File: config.mk
export PLATFORM = sky130hd
export DESIGN_NAME = pem_scan
export DESIGN_NICKNAME = d
export VERILOG_FILES = /design/src/rtl/pem_pkg.sv /design/src/rtl/pem_scan.sv
export SDC_FILE = /design/constraint.sdc
export NUM_CORES = 1
export LEC_CHECK = 0
export BUFFER_PORTS_ARGS = -buffer_cell sky130_fd_sc_hd__buf_2
export CAP_MARGIN = 20
export CORE_MARGIN = 4
export CORE_UTILIZATION = 25
export CTS_CLUSTER_SIZE = 40
export DETAILED_ROUTE_END_ITERATION = 8
export PLACE_DENSITY = 0.42
export SYNTH_ARGS = -nofsm -noshare
export SYNTH_HDL_FRONTEND = slang
export SYNTH_SLANG_ARGS = --single-unit
File: constraint.sdc
create_clock -name clk -period 6.95 [get_ports clk]
set_input_delay 0.3475 -clock clk [delete_from_list [all_inputs] [get_ports clk]]
set_output_delay 0.3475 -clock clk [all_outputs]
set_load 0.005 [all_outputs]
File: src/rtl/pem_pkg.sv
// Shared types, constants and arithmetic helpers for the Prewitt edge magnitude block.
package pem_pkg;

    localparam int MAX_WIDTH = 1024;
    localparam int ADDR_W    = $clog2(MAX_WIDTH);
    localparam int WIDTH_W   = 11;
    localparam int PIX_W     = 8;

    localparam logic [WIDTH_W-1:0] WIDTH_RESET = WIDTH_W'(300);
    localparam logic [WIDTH_W-1:0] WIDTH_MIN   = WIDTH_W'(3);
    localparam logic [WIDTH_W-1:0] WIDTH_MAX   = WIDTH_W'(MAX_WIDTH);
    localparam logic [1:0]         ROWS_FULL   = 2'd2;
    localparam logic [PIX_W-1:0]   PIX_MAX     = 8'd255;

    typedef logic [PIX_W-1:0] pix_t;

    // Index order: 0..2 top row, 3..5 middle row, 6..8 bottom row, left to right.
    typedef logic [8:0][PIX_W-1:0] window_t;

    // Pixel held in the address stage while its line buffer read completes.
    typedef struct packed {
        logic [ADDR_W-1:0] addr;
        pix_t              pixel;
        logic              emit;
        logic              row_end;
    } pem_item_t;

    // Status of the window stage as seen by the result stage.
    typedef struct packed {
        logic valid;
        logic emit;
        logic row_end;
    } pem_stage_t;

    // Sum of three pixels.
    function automatic logic [9:0] sum3(input pix_t a, input pix_t b, input pix_t c);
        return {2'b00, a} + {2'b00, b} + {2'b00, c};
    endfunction

    // |a - b| clamped to the pixel range.
    function automatic pix_t clamp_abs_diff(input logic [9:0] a, input logic [9:0] b);
        logic [9:0] d;
        d = (a >= b) ? (a - b) : (b - a);
        return (d > {2'b00, PIX_MAX}) ? PIX_MAX : d[PIX_W-1:0];
    endfunction

endpackage

File: src/rtl/pem_scan.sv
// Width register, raster position tracking and the address stage register.
module pem_scan import pem_pkg::*;
(
    input  logic                clk,
    input  logic                rst_n,
    input  logic                cfg_valid,
    output logic                cfg_ready,
    input  logic [WIDTH_W-1:0]  image_width,
    input  logic                in_valid,
    output logic                in_ready,
    input  pix_t                pixel,
    input  logic                frame_start,
    input  logic                a_adv,
    output logic                rd_en,
    output logic [ADDR_W-1:0]   rd_addr,
    output logic                a_valid,
    output pem_item_t           a_item
);

    logic [WIDTH_W-1:0] width_reg;
    logic [ADDR_W-1:0]  col_reg, col_next;
    logic [1:0]         rows_reg, rows_next;
    logic               a_valid_reg, a_valid_next;
    pem_item_t          a_item_reg;

    logic [WIDTH_W-1:0] w_eff;
    logic [ADDR_W-1:0]  col0, c;
    logic [1:0]         rows0, r;
    logic               wrap, last, accept;

    assign cfg_ready = 1'b1;
    assign in_ready  = !a_valid_reg || a_adv;
    assign accept    = in_valid && in_ready;

    always_comb
    begin
        if (width_reg < WIDTH_MIN)
            w_eff = WIDTH_MIN;
        else if (width_reg > WIDTH_MAX)
            w_eff = WIDTH_MAX;
        else
            w_eff = width_reg;

        col0  = frame_start ? '0 : col_reg;
        rows0 = frame_start ? '0 : rows_reg;

        // A width shrunk mid-row sends the pixel to the start of the next row.
        wrap = {1'b0, col0} >= w_eff;
        c    = wrap ? '0 : col0;
        if (wrap && rows0 != ROWS_FULL)
            r = rows0 + 2'd1;
        else
            r = rows0;

        last = ({1'b0, c} + WIDTH_W'(1)) >= w_eff;
        if (last)
        begin
            col_next  = '0;
            rows_next = (r != ROWS_FULL) ? r + 2'd1 : r;
        end
        else
        begin
            col_next  = c + ADDR_W'(1);
            rows_next = r;
        end

        a_valid_next = accept || (a_valid_reg && !a_adv);
    end

    assign rd_en   = accept;
    assign rd_addr = c;
    assign a_valid = a_valid_reg;
    assign a_item  = a_item_reg;

    always_ff @(posedge clk or negedge rst_n)
    begin
        if (!rst_n)
        begin
            width_reg   <= WIDTH_RESET;
            col_reg     <= '0;
            rows_reg    <= '0;
            a_valid_reg <= 1'b0;
        end
        else
        begin
            if (cfg_valid && cfg_ready)
                width_reg <= image_width;
            if (accept)
            begin
                col_reg  <= col_next;
                rows_reg <= rows_next;
            end
            a_valid_reg <= a_valid_next;
        end
    end

    always_ff @(posedge clk)
    begin
        if (accept)
        begin
            a_item_reg.addr    <= c;
            a_item_reg.pixel   <= pixel;
            a_item_reg.emit    <= (r == ROWS_FULL) && (c >= ADDR_W'(2));
            a_item_reg.row_end <= ({1'b0, c} == (w_eff - WIDTH_W'(1)));
        end
    end

endmodule

==> impl_metrics.env, run 1 <==
export IMPL_n_fill_cell=1299
export IMPL_cts_tree="built"
export IMPL_syn_area_um2=3100
export IMPL_tightest_slew_ns=0.869
export IMPL_multi_input_area_um2=1740
export IMPL_period_share=0.805
export IMPL_routed_via_count=2524
export IMPL_cts_sinks=44
export IMPL_drt_iter0_markers=160
export IMPL_antenna_found_initial=0
export IMPL_syn_nets=371
export IMPL_cts_buffers=5
export IMPL_status="finished clean"
export IMPL_initial_core_util=0.257
export IMPL_grt_max_degree=25
export IMPL_grt_pass1_vias=2458
export IMPL_cts_resized=0
export IMPL_async_reset_ff_frac=0.545
export IMPL_fin_skew_ns=0.0101
export IMPL_crit_path_start_kind="register"
export IMPL_final_seq_area_um2=1210
export IMPL_vdd_drop_max_mv=0.0727
export IMPL_synth_seq_cells=44
export IMPL_syn_instance_count=319
export IMPL_io_pins=59
export IMPL_critPathRequiredTime_ns=7.16
export IMPL_portBuffers=57
export IMPL_fmax_mhz=179
export IMPL_path_clk_slew_ns=0.07
export IMPL_drt_pass1_iter_count=4
export IMPL_min_period_ns=5.60
export IMPL_grtUsageTotal=0.121
export IMPL_synthTopCellsByArea="edfxtp_1, dfrtp_1, ha_1, mux2_2, nand2_1"
export IMPL_synth_top_flop_cell="edfxtp_1"
export IMPL_core_area_um2=12100
export IMPL_gp_congestion=0.835
export IMPL_hold_buffers=0
export IMPL_drtAntennaViolNets=0
export IMPL_yosys_area_top_type="edfxtp_1"
export IMPL_die_h_um=119
export IMPL_p_per_area_nw_per_um2=203
export IMPL_grt_ovfl_total=0
export IMPL_drive_gt1_frac=0.278
export IMPL_synth_warnings=0
export IMPL_timing_setup_tns_ns=0
export IMPL_synth_edf_count=20
export IMPL_clk_path_buf_depth=2
export IMPL_dp_hpwl_mm=6.63
export IMPL_end_kind="register"
export IMPL_worst_setup_path_type="reg -> reg"
export IMPL_wire_per_inst_um=15.7
export IMPL_worstPathArrival_ns=5.81
export IMPL_netlist_cell_type_count=57
export IMPL_max_cap_violations=0
export IMPL_placed_cell_area_um2=3520
export IMPL_fin_area_um2=3660
export IMPL_cts_setup_buffers=0
export IMPL_relSlewSlack=0.420
export IMPL_cts_root_buf="clkbuf_16"
export IMPL_critPathMaxFanout=9
export IMPL_finalPower_mw=0.743
export IMPL_clkLatencyLatePin_ns=0.30
export IMPL_min_delay_path_class="in -> async"
export IMPL_syn_area_per_cell_um2=9.71
export IMPL_ys_seq_area_frac=0.389
export IMPL_power_leakage_nw=1.66
export IMPL_rsz0062_at_grt="no"
export IMPL_wl_mm=8.47
export IMPL_setup_violations=0
export IMPL_grt_pass1_wl_mm=13.6
export IMPL_die_area_um2=14200
export IMPL_fp_dieW_um=119
export IMPL_hold_viol=0
export IMPL_post_drt_via_cell_ratio=4.69
export IMPL_num_rows=40
export IMPL_largest_reg_flops=20
export IMPL_rrSetupSlack_ns=1.35
export IMPL_num_nets_final=421
export IMPL_slew_violations=0
export IMPL_synth_top_area_frac=0.194
export IMPL_syn_to_final_growth_pct=18.2
export IMPL_n_antenna_cell=0
export IMPL_drc=0
export IMPL_h_tree_depth=2
stage by stage:
| step | hold WS [ns] | worst slack, ns | utilization | instances |
|---|---|---|---|---|
| 3_3_place_gp | 0.391 | 1.37 | 0.292 | 530 |
| 2_1_floorplan | 0.0519 | 2.09 | - | 319 |
| 5_1_grt | 0.117 | 0.789 | 0.304 | 538 |
| 3_5_place_dp | 0.411 | 1.37 | 0.292 | 530 |
| 4_1_cts | 0.0865 | 1.35 | 0.304 | 538 |
| 6_report | 0.0526 | 1.35 | 0.304 | 538 |
cell usage after synthesis, types with 5 or more instances:
library cell  instances
nand2_1              33
ha_1                 27
nor2_1               25
inv_1                21
dfrtp_1              20
edfxtp_1             20
mux2_2               13
a21oi_1              11
nor2b_1              10
o21ai_0               9
xor2_1                9
a31oi_1               7
clkbuf_1              6
nand3_1               6
a21o_1                5
nor3_1                5
placed cells by master (no fill, tap or decap), types with 4 or more instances in the layout:
cell type  count
dfstp_2        4
nor2_1        25
nor4_1         4
inv_1         21
mux2_2        13
ha_1          27
edfxtp_1      20
o41ai_1        4
o21ai_1        4
o21ai_2        4
buf_2         57
a21oi_1       11
o21a_1         4
clkbuf_16      5
xor2_1         9
nand2b_1       4
dfrtp_1       20
o21ai_0        9
a31oi_1        7
nand3_1        6
a21o_1         5
nand2_1       33
nor2b_1       10
nor3_1         5
a22o_1         4
critical path, cell delays in order, from the launching register on:
cell and delay, ns:
dfrtp_1 0.47, nor4_2 0.41, nand2_1 0.19, nor2_1 0.20
nor2_1 0.06, nor2_1 0.23, ha_1 0.29, nor2b_1 0.14
o21ai_2 0.11, a21oi_1 0.28, a21o_1 0.33, nand2_1 0.12
inv_1 0.20, ha_1 0.24, nand4_1 0.15, nor4_2 0.28
mux2_2 0.39, ha_1 0.28, nand3_1 0.07, a21oi_1 0.18
o31ai_1 0.10, nand2_1 0.08, a31o_2 0.25, mux2_2 0.37
o21ai_1 0.11
metal layers:
metal,track usage,wire length (um),part of all wire
met3,0.0228,405,0.048
met1,0.157,3900,0.46
met4,0.0387,121,0.014
met2,0.201,4040,0.48
met5,0,0,0
cells by family (layout without fill, tap and decap cells):
logic type	after synthesis	in the layout	synth area share
flip-flops	44	44	0.389
other	1	1	0.00121
XOR/XNOR	12	12	0.0339
adder cells (fa/ha/maj)	27	27	0.109
buffers and inverters	35	86	0.0501
AO/OA/AOI/OAI	73	73	0.175
multiplexers	16	16	0.0569
AND/OR/NAND/NOR	111	111	0.185
power breakdown:
group	internal, mW	switching [mW]
registers	0.297	0.0221
clock network	0.132	0.109
logic	0.0731	0.110
cell type report:
cell class	count	area share
well taps	168	0.0574
inverters	21	0.0215
multi-input cells	240	0.474
flip-flops and latches	44	0.329
clock inverters	3	0.00513
clock buffers	5	0.0342
repair buffers	57	0.0779
path summary, 6_finish.rpt:
kind,start,endpoint,depth (start not counted)
max,width_reg[6]$_DFFE_PN0P_,rows_reg[0]$_DFFE_PN0P_,24
min,rst_n,width_reg[9]$_DFFE_PN0P_,1
max reg2reg,width_reg[6]$_DFFE_PN0P_,rows_reg[0]$_DFFE_PN0P_,24
min reg2reg,rows_reg[1]$_DFFE_PN0P_,rows_reg[1]$_DFFE_PN0P_,2
max in group asynchronous,rst_n,col_reg[1]$_DFFE_PN0P_,1
min in group clk,pixel[4],a_item[6]$_DFFE_PP_,1
Power figures use the tool's default switching activity.
==> run 2, diff against run 1 <==
--- a/config.mk
+++ b/config.mk
@@ -5,6 +5,7 @@
 export SDC_FILE = /design/constraint.sdc
 export NUM_CORES = 1
 export LEC_CHECK = 0
+export ABC_AREA = 1
 export BUFFER_PORTS_ARGS = -buffer_cell sky130_fd_sc_hd__buf_2
 export CAP_MARGIN = 20
 export CORE_MARGIN = 4
==> constraint.sdc (replaced) <==
create_clock -name clk -period 5.9 [get_ports clk]
set_input_delay 0.295 -clock clk [delete_from_list [all_inputs] [get_ports clk]]
set_output_delay 0.295 -clock clk [all_outputs]
set_load 0.005 [all_outputs]
==> run 2 against run 1 <==
  * Synthesized cell count is 31% higher
  * Maximum frequency is 4.3% higher
  * Total power is 19% higher
  * First-iteration DRC count is 13% higher
  * Die area is 5.7% higher
  * Critical path depth is 1 higher
  * Setup slack worse by 0.82 ns
==> impl_metrics.env, run 2 <==
export IMPL_layout_common_cells="nand2_1, buf_2, inv_1"
export IMPL_fin_skew_ns=0.00874
export IMPL_slowest_stage="dfrtp_1"
export IMPL_numPlacedInstances=640
export IMPL_p_per_area_nw_per_um2=228
export IMPL_fp_dieW_um=123
export IMPL_syn_nets=469
export IMPL_syn_instance_count=417
export IMPL_timing_setup_tns_ns=0
export IMPL_grtUsageTotal=0.130
export IMPL_clk_path_buf_depth=2
export IMPL_path_clk_slew_ns=0.06
export IMPL_rrSetupSlack_ns=0.54
export IMPL_grt_ovfl_total=0
export IMPL_whs_ns=0.00215
export IMPL_die_h_um=123
export IMPL_status="finished clean"
export IMPL_synth_edf_count=20
export IMPL_hold_viol=0
export IMPL_drive_gt1_frac=0.242
export IMPL_rsz0062_at_grt="no"
export IMPL_yosys_area_top_type="edfxtp_1"
export IMPL_synth_warnings=0
export IMPL_n_antenna_cell=0
export IMPL_final_seq_area_um2=1210
export IMPL_die_area_um2=15000
export IMPL_grt_pass1_wl_mm=15.1
export IMPL_fmax_mhz=186
export IMPL_yosysMostFrequentCell="nand2_1"
export IMPL_max_cap_violations=0
export IMPL_slew_violations=0
export IMPL_cpPeakStageDelay_ns=0.60
export IMPL_cts_resized=0
export IMPL_min_period_ns=5.36
export IMPL_routed_via_count=2863
export IMPL_tightest_slew_ns=0.601
export IMPL_cts_buffers=5
export IMPL_syn_to_final_growth_pct=18.3
export IMPL_post_drt_via_cell_ratio=4.43
export IMPL_initial_core_util=0.258
export IMPL_async_reset_ff_frac=0.545
export IMPL_syn_area_um2=3290
export IMPL_dp_hpwl_mm=7.65
export IMPL_min_delay_path_class="in -> async"
export IMPL_drc=0
export IMPL_fin_cells=647
export IMPL_power_leakage_nw=1.95
export IMPL_critPathRequiredTime_ns=6.11
export IMPL_n_fill_cell=1402
export IMPL_crit_path_start_kind="register"
export IMPL_multi_input_area_um2=1800
export IMPL_num_rows=41
export IMPL_drt_iter0_markers=180
export IMPL_worstPathArrival_ns=5.57
export IMPL_hold_buffers=0
export IMPL_end_kind="register"
export IMPL_num_nets_final=527
export IMPL_ys_seq_area_frac=0.367
export IMPL_finalPower_mw=0.888
export IMPL_worst_setup_path_type="reg -> reg"
export IMPL_largest_reg_flops=20
export IMPL_synth_top_flop_cell="edfxtp_1"
export IMPL_critPathMaxFanout=11
export IMPL_grt_pass1_vias=2854
export IMPL_drtAntennaViolNets=0
export IMPL_final_common_cell="nand2_1"
export IMPL_cts_tree="built"
export IMPL_core_area_um2=12700
export IMPL_critPathMostFrequentCell="nand3_1"
export IMPL_synthTopCellsByArea="edfxtp_1, dfrtp_1, nand2_1, ha_1, inv_1"
export IMPL_drt_pass1_iter_count=4
export IMPL_syn_area_per_cell_um2=7.88
export IMPL_synth_seq_cells=44
export IMPL_netlist_cell_type_count=46
export IMPL_cts_setup_buffers=0
export IMPL_setup_violations=0
export IMPL_synthTopCellsByCount="nand2_1, inv_1, nor2_1"
export IMPL_clkLatencyLatePin_ns=0.29
export IMPL_cts_sinks=44
export IMPL_path_buf_inv=5
export IMPL_vdd_drop_max_mv=0.110
export IMPL_cts_root_buf="clkbuf_16"
export IMPL_relSlewSlack=0.599
export IMPL_period_share=0.909
export IMPL_crit_family="simple AND/OR/NAND/NOR gates"
export IMPL_wl_mm=9.22
export IMPL_io_pins=59
export IMPL_wire_per_inst_um=14.2
export IMPL_grt_max_degree=25
export IMPL_portBuffers=57
export IMPL_h_tree_depth=2
export IMPL_synth_top_area_frac=0.183
export IMPL_antenna_found_initial=0
export IMPL_gp_congestion=0.884
run 2: cell types whose count changed after synthesis, sizes merged, moves of 9 or more:
| cell | previous run | this run |
|---|---|---|
| nand2 | 34 | 115 |
| inv | 21 | 59 |
| nand4 | 3 | 12 |
| nand3 | 7 | 35 |
| nor2 | 28 | 54 |
| nor2b | 10 | 0 |
run 2: through the flow:
stage | instance area [um^2] | setup WS, ns | utilization
floorplan | 3290 | 1.49 | -
global placement | 3750 | 0.607 | 0.295
detailed placement | 3750 | 0.527 | 0.295
CTS | 3890 | 0.507 | 0.306
global route | 3890 | 0.0373 | 0.306
finish | 3890 | 0.536 | 0.306
run 2: final timing paths:
kind,from,to,cells after the start
setup / recovery,width_reg[10]$_DFFE_PN0P_,col_reg[7]$_DFFE_PN0P_,25
min in group clk,pixel[3],a_item[5]$_DFFE_PP_,1
max in group asynchronous,rst_n,col_reg[2]$_DFFE_PN0P_,1
hold reg to reg,rows_reg[0]$_DFFE_PN0P_,rows_reg[0]$_DFFE_PN0P_,2
setup reg to reg,width_reg[10]$_DFFE_PN0P_,col_reg[7]$_DFFE_PN0P_,25
hold / removal,rst_n,width_reg[7]$_DFFE_PN0P_,1
run 2: layout make-up:
type / count / share of cell area
inverters: 60 / 0.0586
clock buffers: 5 / 0.0322
flip-flops and latches: 44 / 0.310
clock inverters: 2 / 0.00322
well taps: 172 / 0.0554
repair buffers: 59 / 0.0772
multi-input cells: 305 / 0.463
run 2: kinds of logic (layout without fill, tap and decap cells):
| group | after synthesis | count (layout) | synth area share |
|---|---|---|---|
| buffers and inverters | 68 | 126 | 0.0853 |
| other | 1 | 1 | 0.00114 |
| xor gates and xnor gates | 5 | 5 | 0.0133 |
| muxes | 7 | 7 | 0.0240 |
| and+or+nand+nor | 229 | 229 | 0.339 |
| DFF | 44 | 44 | 0.367 |
| adders and majority gates | 27 | 27 | 0.103 |
| AOI/OAI and AO/OA | 36 | 36 | 0.0678 |
run 2: routing by layer:
metal	wire length (um)	vias to the layer above	track usage
li1	-	1477	-
met1	4330	1299	0.173
met2	4210	78	0.212
met3	565	9	0.0300
met4	116	0	0.0329
met5	0	-	0
run 2: worst register-to-register path, cell delays in order, from the launching register on:
cell and delay [ns]:
dfrtp_1 0.60, inv_4 0.13, o21bai_4 0.25, a21oi_1 0.38, ha_1 0.31, nand2_1 0.08, nor2_1 0.05, nand3_1 0.21
nand3_2 0.18, inv_2 0.15, nand2_2 0.09, inv_1 0.16, ha_1 0.21, inv_1 0.07, nor3_4 0.29, nand3_1 0.14
and2_1 0.19, ha_1 0.33, a21oi_1 0.19, o21a_1 0.13, nand3_1 0.07, a31oi_1 0.37, nand2_1 0.27, inv_1 0.23
nand3_1 0.10, o21ai_0 0.07
run 2: report_power, final:
group | switching, mW | leakage, nW | internal (mW)
registers | 0.0151 | 0.494 | 0.350
logic | 0.159 | 1.39 | 0.0905
clock network | 0.119 | 0.0657 | 0.154
