<file path="src/rtl/pem_pkg.sv">
// Shared types, constants and arithmetic helpers for the Prewitt edge magnitude block.
package pem_pkg;

    localparam int MAX_WIDTH = 1024;
    localparam int ADDR_W    = $clog2(MAX_WIDTH);
    localparam int WIDTH_W   = 11;
    localparam int PIX_W     = 8;

    localparam logic [WIDTH_W-1:0] WIDTH_RESET = WIDTH_W'(300);
    localparam logic [WIDTH_W-1:0] WIDTH_MIN   = WIDTH_W'(3);
    localparam logic [WIDTH_W-1:0] WIDTH_MAX   = WIDTH_W'(MAX_WIDTH);
    localparam logic [1:0]         ROWS_FULL   = 2'd2;
    localparam logic [PIX_W-1:0]   PIX_MAX     = 8'd255;

    typedef logic [PIX_W-1:0] pix_t;

    // Index order: 0..2 top row, 3..5 middle row, 6..8 bottom row, left to right.
    typedef logic [8:0][PIX_W-1:0] window_t;

    // Pixel held in the address stage while its line buffer read completes.
    typedef struct packed {
        logic [ADDR_W-1:0] addr;
        pix_t              pixel;
        logic              emit;
        logic              row_end;
    } pem_item_t;

    // Status of the window stage as seen by the result stage.
    typedef struct packed {
        logic valid;
        logic emit;
        logic row_end;
    } pem_stage_t;

    // Sum of three pixels.
    function automatic logic [9:0] sum3(input pix_t a, input pix_t b, input pix_t c);
        return {2'b00, a} + {2'b00, b} + {2'b00, c};
    endfunction

    // |a - b| clamped to the pixel range.
    function automatic pix_t clamp_abs_diff(input logic [9:0] a, input logic [9:0] b);
        logic [9:0] d;
        d = (a >= b) ? (a - b) : (b - a);
        return (d > {2'b00, PIX_MAX}) ? PIX_MAX : d[PIX_W-1:0];
    endfunction

endpackage

</file>
<file path="src/rtl/pem_gradient.sv">
// Prewitt gradient arithmetic and the result register.
module pem_gradient import pem_pkg::*;
(
    input  logic       clk,
    input  logic       rst_n,
    input  pem_stage_t b_stat,
    input  window_t    win,
    output logic       out_free,
    output logic       out_valid,
    input  logic       out_ready,
    output pix_t       row_gradient,
    output pix_t       column_gradient,
    output pix_t       magnitude,
    output logic       row_end
);

    logic       out_valid_reg;
    pix_t       row_grad_reg, col_grad_reg, mag_reg;
    logic       row_end_reg;

    logic [9:0] top, bot, lft, rgt;
    pix_t       rg, cg;
    logic [8:0] msum;
    pix_t       mag_next;
    logic       load;

    always_comb
    begin
        top  = sum3(win[0], win[1], win[2]);
        bot  = sum3(win[6], win[7], win[8]);
        lft  = sum3(win[0], win[3], win[6]);
        rgt  = sum3(win[2], win[5], win[8]);
        rg   = clamp_abs_diff(bot, top);
        cg   = clamp_abs_diff(rgt, lft);
        msum = {1'b0, rg} + {1'b0, cg};
        mag_next = msum[8] ? PIX_MAX : msum[7:0];
    end

    assign out_free = !out_valid_reg || out_ready;
    assign load     = b_stat.valid && b_stat.emit && out_free;

    always_ff @(posedge clk or negedge rst_n)
    begin
        if (!rst_n)
            out_valid_reg <= 1'b0;
        else if (load)
            out_valid_reg <= 1'b1;
        else if (out_ready)
            out_valid_reg <= 1'b0;
    end

    always_ff @(posedge clk)
    begin
        if (load)
        begin
            row_grad_reg <= rg;
            col_grad_reg <= cg;
            mag_reg      <= mag_next;
            row_end_reg  <= b_stat.row_end;
        end
    end

    assign out_valid       = out_valid_reg;
    assign row_gradient    = row_grad_reg;
    assign column_gradient = col_grad_reg;
    assign magnitude       = mag_reg;
    assign row_end         = row_end_reg;

endmodule

</file>
<file path="config.mk">
export PLATFORM = sky130hd
export DESIGN_NAME = pem_gradient
export DESIGN_NICKNAME = d
export VERILOG_FILES = /design/src/rtl/pem_pkg.sv /design/src/rtl/pem_gradient.sv
export SDC_FILE = /design/constraint.sdc
export NUM_CORES = 1
export LEC_CHECK = 0
export BUFFER_PORTS_ARGS = -buffer_cell sky130_fd_sc_hd__buf_2
export CAP_MARGIN = 20
export CELL_PAD_IN_SITES_DETAIL_PLACEMENT = 1
export CELL_PAD_IN_SITES_GLOBAL_PLACEMENT = 2
export CORE_ASPECT_RATIO = 1.4
export CORE_MARGIN = 3
export CORE_UTILIZATION = 34
export DETAILED_ROUTE_END_ITERATION = 6
export GPL_ROUTABILITY_DRIVEN = 1
export PLACE_DENSITY_LB_ADDON = 0.1
export SLEW_MARGIN = 5
export SYNTH_ARGS = -nofsm -noshare
export SYNTH_HDL_FRONTEND = slang
export SYNTH_SLANG_ARGS = --single-unit
export TNS_END_PERCENT = 5
</file>
<file path="constraint.sdc">
create_clock -name clk -period 2.6 [get_ports clk]
set_input_delay 0.52 -clock clk [delete_from_list [all_inputs] [get_ports clk]]
set_output_delay 0.52 -clock clk [all_outputs]
set_load 0.03 [all_outputs]
</file>
==> results of run 1 <==
power by group through the flow:
| stage | logic, W | clock network (W) | registers [W] |
|---|---|---|---|
| 2_1_floorplan | 0.00559 | 0 | 0.00108 |
| 3_3_place_gp | 0.0102 | 0 | 0.000808 |
| 3_5_place_dp | 0.0107 | 0 | 0.000813 |
| 4_1_cts | 0.0114 | 0.000444 | 0.000804 |
| 5_1_grt | 0.0132 | 0.000453 | 0.000814 |
| 6_report | 0.0121 | 0.000437 | 0.000802 |
synthesized netlist by cell type (all sizes together) (2+ instances only):
cell | n | area [sq um]
a31oi | 2 | 12.51
a221oi | 3 | 32.53
xnor2 | 26 | 227.7
o221ai | 2 | 17.52
nor2 | 24 | 90.09
nand3 | 15 | 80.08
o21a | 4 | 30.03
o32ai | 2 | 25.03
nor3 | 5 | 25.02
o41ai | 2 | 25.03
a21oi | 52 | 275.3
nand2 | 33 | 123.9
a21boi | 3 | 26.28
a21o | 17 | 127.6
clkbuf | 2 | 7.510
and3 | 5 | 37.54
nand4 | 5 | 31.28
a211oi | 11 | 82.58
o21bai | 17 | 127.6
buf | 13 | 82.57
or3 | 8 | 53.80
a211o | 4 | 35.03
inv | 114 | 427.9
edfxtp | 25 | 750.7
ha | 71 | 888.4
nor2b | 6 | 37.54
xor2 | 18 | 157.7
nor4 | 3 | 18.77
fa | 41 | 820.8
and4 | 2 | 22.52
mux2i | 10 | 100.1
o21ai | 20 | 100.1
nand2b | 4 | 25.02
and2 | 3 | 18.77
o31a | 2 | 17.52
per-stage QoR:
stage                     cells  cell area, sq um  total power [W]  TNS (ps)
after floorplan             585              5140         0.006673    -60740
after global routing       1055              7830          0.01451    -67490
after detailed placement   1038              7137          0.01152    -74210
final                      1055              7830          0.01332    -60900
after global placement     1038              7137          0.01105    -70580
after CTS                  1050              7500          0.01262    -62240
cells by family after synthesis:
| kind of cell | synth area share |
|---|---|
| fa+ha+maj | 0.3363 |
| xor+xnor | 0.07582 |
| simple gates | 0.1142 |
| mux | 0.01970 |
| buf+inv | 0.1019 |
| compound gates | 0.1994 |
| flops | 0.1526 |
final cells by class:
type                       count  area (sq um)  share of cell area
multi-input combinational    430          4279              0.5465
timing repair buffer         292          1993              0.2546
sequential                    26         775.7             0.09907
inverter                     114         440.4             0.05625
tap                          189         236.5             0.03020
clock buffer                   3         75.07            0.009588
clock inverter                 1         30.03            0.003835
worst max-delay path: cells and delay by family:
| kind | cells | cell delay (ps) |
|---|---|---|
| buffers and inverters | 8 | 660 |
| XOR/XNOR | 1 | 250 |
| adder cells (fa/ha/maj) | 6 | 1560 |
| AND/OR/NAND/NOR | 8 | 1570 |
| AO/OA/AOI/OAI | 10 | 1800 |
timing repair:
| item | CTS | global route |
|---|---|---|
| endpoints found under the setup margin | 24 | 24 |
| resized for setup | 49 | 64 |
| buffers inserted | 8 | 5 |
| hold buffers | 0 | 0 |
| hold endpoints to repair | 0 | 0 |
| pin swaps | 35 | 43 |
routing by layer:
layer | GRT usage | vias up | wire length, um
met2 | 0.4150 | 106 | 9547
met1 | 0.2284 | 2449 | 6678
li1 | - | 2541 | -
met4 | 0.04304 | 0 | 333
met3 | 0.01073 | 14 | 447
met5 | 0 | - | 0
cells in the final DEF (no fill, tap or decap), drive strengths merged, types with 2 or more instances in the layout:
cell    instances
a221oi          3
nor3            5
fa             41
edfxtp         25
o21bai         17
o31a            2
o21ai          20
o41ai           2
ha             71
and2            3
clkbuf          3
inv           114
o21a            4
nand3          15
nor4            3
o221ai          2
a21oi          52
or3             8
nand4           5
nor2           24
nor2b           6
a21o           17
o32ai           2
nand2          33
xnor2          26
and3            5
mux2i          10
a211oi         11
and4            2
nand2b          4
a21boi          3
a211o           4
buf           292
xor2           18
a31oi           2
worst paths after layout:
kind                            from           end  slack (ps)  cells after the start
max                           win[1]  magnitude[7]       -3750                     33
min                            rst_n     out_valid          30                      1
max reg2reg                out_valid  magnitude[0]        1340                      3
min reg2reg                out_valid     out_valid         520                      2
max in group asynchronous      rst_n     out_valid        2490                      1
min in group clk           b_stat[0]       row_end         450                      1
==> run summary, run 1 <==
DRT Wirelength - 17010 um
Die Span X - 109.3 um
Syn Area/Cell - 8.688 sq um
Sw Share - 0.4560
asr flop ratio synth - 0.03846
H-tree depth - 1
CTS root buf - clkbuf_16
Max Freq - 157.4 MHz
crit path kind - in2reg
port bufs - 96
CTS Buffer Depth - 2
LEAKAGE - 3.884 nW
CTS clk-pin slew, worst paths - 60 ps
Switching Power - 0.006076 W
initial core utilization - 0.3487
Slowest cell on crit path - or4b_1
Internal - 0.007248 W
worst setup skew after layout - 4.446 ps
post-DR wirelength/cell - 16.12 um
initial DRC count - 87
Worst setup SP type - primary input
Final #Nets - 1057
ys flop type - edfxtp_1
#FFs+latches synth - 26
FILL cells - 1758
Hold WS - 25.75 ps
Critical Path RT - 2600 ps
Max stage delay on crit path - 450 ps
Final Wtd Congestion - 0.8975
EDFF count, synth - 25
Post-Synthesis Cell Area - 5082 sq um
Flop pwr share - 0.060
worst path arrival time - 6360 ps
Diodes inserted - 0
DIE AREA - 16470 sq um
Detail Route Antenna Nets - 0
synth warn - 0
Worst-Skew Late Latency - 260 ps
CTS Buf Count - 3
vias in the first global route - 5718
measured slew at the worst slew-check pin - 452.7 ps
Util after Layout - 0.5373
Synth cell types - 60
largest net degree at the start of global routing - 26
register area share after synthesis - 0.1526
I/O pin count - 105
relative slew slack - 0.6956
Hold WC Path Type - in2async
Clock power frac - 0.033
Overflow after GRT - 0
Site Rows - 52
max cap viols - 0
final setup vio count - 24
Final Slew Violations - 0
PD cells - 1702 nW/um^2
share of cells above drive strength 1 - 0.4688
TritonRoute pass-1 iters - 4
worst setup margin - -3754 ps
synthesized instance count - 585
detailed placer's ending HPWL - 15190 um
Final Hold Fails - 0
period utilization - 2.444
worst-path maximum fanout - 4
CP endpoint kind - flip-flop
combinational fraction of design power - 0.907
Final min period - 6354 ps
Area Overhead vs Synth - 54.06%
initial antenna violation count - 0
DRC errors left - 0
detailed-route via count - 5110
Die Y - 150.7 um
status - finished, violations left
RSZ-0062 raised after global routing - yes
wire length of the first global-routing pass - 26870 um
Core Region - 14570 sq um
vias per cell - 4.844
Syn Nets - 775
CTS tree - yes
CTS sink cnt - 26
failing checks - setup timing
dpl ws - -4278 ps
Most common cell on crit path - inv_2
GRT Overall Usage - 0.2049
Peak VDD IR - 0.7031 mV
Note: power is estimated with default switching activity, not from simulation.
==> inputs of run 2 (changes only) <==
==> constraint.sdc (replaced) <==
create_clock -name clk -period 5.9 [get_ports clk]
set_input_delay 1.18 -clock clk [delete_from_list [all_inputs] [get_ports clk]]
set_output_delay 1.18 -clock clk [all_outputs]
set_load 0.03 [all_outputs]
==> run summary, run 2 (synthesis results as in run 1) <==
status - finished, violations left
failing checks - setup timing
wire length of the first global-routing pass - 27010 um
final setup vio count - 8
Slowest cell on crit path - fa_1
crit path kind - in2reg
measured slew at the worst slew-check pin - 587.4 ps
largest net degree at the start of global routing - 26
CTS clk-pin slew, worst paths - 60 ps
hold-fix buffers at CTS - 0
reg-to-reg slack, setup - 4340 ps
vias in the first global route - 5680
Critical Path RT - 5890 ps
dpl cell area - 7114 sq um
Worst-Skew Late Latency - 250 ps
Final Slew Violations - 0
max cap viols - 0
LEAKAGE - 3.845 nW
GRT Overall Usage - 0.2070
Peak VDD IR - 0.3515 mV
Final min period - 6998 ps
Final Wtd Congestion - 0.8955
worst-path maximum fanout - 4
worst setup skew after layout - 2.360 ps
CTS tree - yes
R2R cell count - 3
detailed placer's ending HPWL - 15380 um
initial antenna violation count - 0
CTS sink cnt - 26
Final Hold Fails - 0
CTS Buf Count - 3
CTS Buffer Depth - 2
H-tree depth - 1
share of cells above drive strength 1 - 0.4238
PD cells - 764.5 nW/um^2
detailed-route via count - 5123
Max Freq - 142.9 MHz
Overflow after GRT - 0
Most common cell on crit path - a21o_1
Reg-to-Reg End - row_gradient[0]
Detail Route Antenna Nets - 0
Hold Crit Depth - 2
Diodes inserted - 0
Hold Path Sink - out_valid
relative slew slack - 0.6066
TritonRoute pass-1 iters - 6
Site Rows - 52
post-DR wirelength/cell - 16.15 um
DRC errors left - 0
period utilization - 1.186
hold path startpoint - out_valid
Core Region - 14570 sq um
commonest non-fill, non-tap cell in the layout - buf_4
Worst setup SP type - primary input
Max stage delay on crit path - 540 ps
Area Overhead vs Synth - 49.48%
worst setup margin - -1098 ps
RSZ-0062 raised after global routing - yes
Non-Filler Instances - 1055
DRT Wirelength - 17040 um
CP endpoint kind - flip-flop
dpl ws - -1701 ps
port bufs - 96
final instance area - 7597 sq um
initial core utilization - 0.3487
worst path arrival time - 6990 ps
initial DRC count - 135
Die Y - 150.7 um
commonest cells after routing, fill and taps aside - buf_4, inv_1, buf_2
I/O pin count - 105
vias per cell - 4.856
Final #Nets - 1057
Placed Cells - 1035
Hold WC Path Type - reg2reg
CTS root buf - clkbuf_16
DIE AREA - 16470 sq um
r2r startpoint - out_valid
Die Span X - 109.3 um
[run 2: cell counts in the layout (fill, tap and decap cells not counted)]
No cell type changed its count.
[run 2: layout make-up]
cell class | count | area (sq um)
multi-input cells | 430 | 4056
inverters | 114 | 440.4
clock inverters | 1 | 30.03
clock buffers | 3 | 75.07
flip-flops and latches | 26 | 775.7
repair buffers | 292 | 1983
well taps | 189 | 236.5
fillers | 1807 | 6977
[run 2: worst max path at each step]
stage | start | to | slack, ps
4_1_cts | win[49] | magnitude[7] | -1120
5_1_grt | win[41] | magnitude[7] | -1390
6_report | win[49] | magnitude[7] | -1100
3_3_place_gp | win[49] | magnitude[7] | -1390
3_5_place_dp | win[49] | magnitude[7] | -1700
2_1_floorplan | win[41] | magnitude[7] | -1200
[run 2: worst max-delay path: cells and delay by family]
| family | cells | cell delay (ps) |
|---|---|---|
| buffers and inverters | 8 | 840 |
| XOR/XNOR | 1 | 150 |
| AND/OR/NAND/NOR | 6 | 1340 |
| adder cells (fa/ha/maj) | 4 | 1350 |
| AO/OA/AOI/OAI | 11 | 2140 |
[run 2: per-layer routing]
metal	up-vias	global-route usage	part of all wire	routed length [um]
met5	-	0	0	0
met4	0	0.04928	0.024	405
met3	20	0.009867	0.026	451
met2	111	0.4160	0.56	9462
met1	2449	0.2316	0.39	6723
li1	2543	-	-	-
[run 2: timing repair]
item / in CTS / in global routing
endpoints found under the hold margin: 0 / 0
resized for setup: 27 / 31
pin swaps: 22 / 21
setup buffers: 8 / 7
setup endpoints to repair: 9 / 14
[run 2: power breakdown]
group	total, W	internal (W)	switching, W
registers	0.000354	0.000340	0.0000139
clock network	0.000191	0.000135	0.0000561
logic	0.00526	0.00269	0.00257
[run 2: stage by stage]
step | power [W] | utilization | TNS [ps] | hold WS (ps)
after global placement | 0.004866 | 0.4882 | -10890 | 480.3
final | 0.005808 | 0.5213 | -7652 | 531.6
after floorplan | 0.002940 | - | -8623 | 884.4
after CTS | 0.005514 | 0.5065 | -7515 | 532.2
after global routing | 0.006336 | 0.5213 | -10570 | 599.9
after detailed placement | 0.005081 | 0.4882 | -13810 | 517.7
==> inputs of run 3 (changes only) <==
--- a/config.mk
+++ b/config.mk
@@ -14,7 +14,7 @@
 export CORE_UTILIZATION = 34
 export DETAILED_ROUTE_END_ITERATION = 6
 export GPL_ROUTABILITY_DRIVEN = 1
-export PLACE_DENSITY_LB_ADDON = 0.1
+export PLACE_DENSITY = 0.9
 export SLEW_MARGIN = 5
 export SYNTH_ARGS = -nofsm -noshare
 export SYNTH_HDL_FRONTEND = slang
==> run summary, run 3 (synthesis results as in run 1) <==
hold path startpoint - out_valid
detailed-route via count - 5331
Detail Route Antenna Nets - 0
Final Hold Fails - 0
DRC errors left - 0
r2r startpoint - out_valid
RSZ-0062 raised after global routing - yes
largest net degree at the start of global routing - 26
vias in the first global route - 6052
Die Y - 150.7 um
initial DRC count - 182
vias per cell - 5.121
failing checks - setup timing
post-DR wirelength/cell - 18.15 um
commonest non-fill, non-tap cell in the layout - buf_4
worst-path maximum fanout - 6
CP endpoint kind - flip-flop
crit path launch - win[41]
port bufs - 96
Final min period - 7219 ps
CTS tree - yes
period utilization - 1.224
relative slew slack - 0.5948
measured slew at the worst slew-check pin - 598.3 ps
multi-input logic area - 4090 sq um
dpl cell area - 7022 sq um
CTS clk-pin slew, worst paths - 70 ps
GRT Overall Usage - 0.2258
CTS sink cnt - 26
register area - 775.7 sq um
Placed Cells - 1021
dpl ws - -1672 ps
Worst-Skew Late Latency - 260 ps
Slowest cell on crit path - fa_1
worst path arrival time - 7220 ps
share of cells above drive strength 1 - 0.4225
Max Freq - 138.5 MHz
Core Region - 14570 sq um
commonest cells after routing, fill and taps aside - buf_4, inv_1, buf_2
Die Span X - 109.3 um
CTS Buf Count - 3
Max stage delay on crit path - 550 ps
Critical Path RT - 5900 ps
initial core utilization - 0.3487
crit path kind - in2reg
final setup vio count - 8
hold-fix buffers at CTS - 0
Area Overhead vs Synth - 48.42%
status - finished, violations left
FILL cells - 1763
Overflow after GRT - 0
Final Wtd Congestion - 0.9076
max cap viols - 0
Diodes inserted - 0
TritonRoute pass-1 iters - 4
DRT Wirelength - 18890 um
total negative slack - -10190 ps
Worst setup SP type - primary input
DIE AREA - 16470 sq um
worst setup margin - -1319 ps
Non-Filler Instances - 1041
I/O pin count - 105
final instance area - 7543 sq um
initial antenna violation count - 0
CTS root buf - clkbuf_16
Final Slew Violations - 0
worst setup skew after layout - 2.637 ps
detailed placer's ending HPWL - 15600 um
wire length of the first global-routing pass - 29350 um
Site Rows - 52
Hold WC Path Type - reg2reg
H-tree depth - 1
Final #Nets - 1043
CTS Buffer Depth - 2
-- run 3: layer usage --
layer / vias to the layer above / share of wire / track usage
li1: 2515 / - / -
met1: 2565 / 0.36 / 0.2280
met2: 193 / 0.55 / 0.4545
met3: 58 / 0.040 / 0.02059
met4: 0 / 0.050 / 0.09545
met5: - / 0 / 0
-- run 3: critical path, delay by kind of cell --
family | cells | cell delay (ps)
AO/OA/AOI/OAI | 10 | 1940
XOR/XNOR | 1 | 220
adder cells (fa/ha/maj) | 6 | 1830
buffers and inverters | 5 | 370
AND/OR/NAND/NOR | 8 | 1660
-- run 3: through the flow --
stage	util	hold slack (ps)
after detailed placement	0.4818	535.8
after floorplan	-	884.4
after global placement	0.4818	491.3
after CTS	0.5084	550.9
after global routing	0.5176	626.2
final	0.5176	563.4
-- run 3: worst paths after layout --
| path | end | slack, ps | cells after the start |
|---|---|---|---|
| hold / removal | out_valid | 560 | 2 |
| min in group asynchronous | out_valid | 680 | 1 |
| max in group asynchronous | out_valid | 5130 | 1 |
| setup / recovery | magnitude[7] | -1320 | 30 |
| hold reg to reg | out_valid | 560 | 2 |
| setup reg to reg | magnitude[6] | 4460 | 3 |
-- run 3: what timing repair did --
item | 4_1_cts | 5_1_grt
pin swaps | 29 | 29
setup endpoints to repair | 11 | 15
gates resized for setup | 43 | 28
setup buffers | 14 | 1
-- run 3: cell type report --
cell class	count	area share
multi-input combinational	430	0.5422
inverter	114	0.05872
clock inverter	1	0.003981
clock buffer	3	0.009952
tap	189	0.03135
sequential	26	0.1028
timing repair buffer	278	0.2510
Power of run 3 is not shown: default switching activity piles up to over one toggle a cycle in this logic, so the estimate is an artifact.
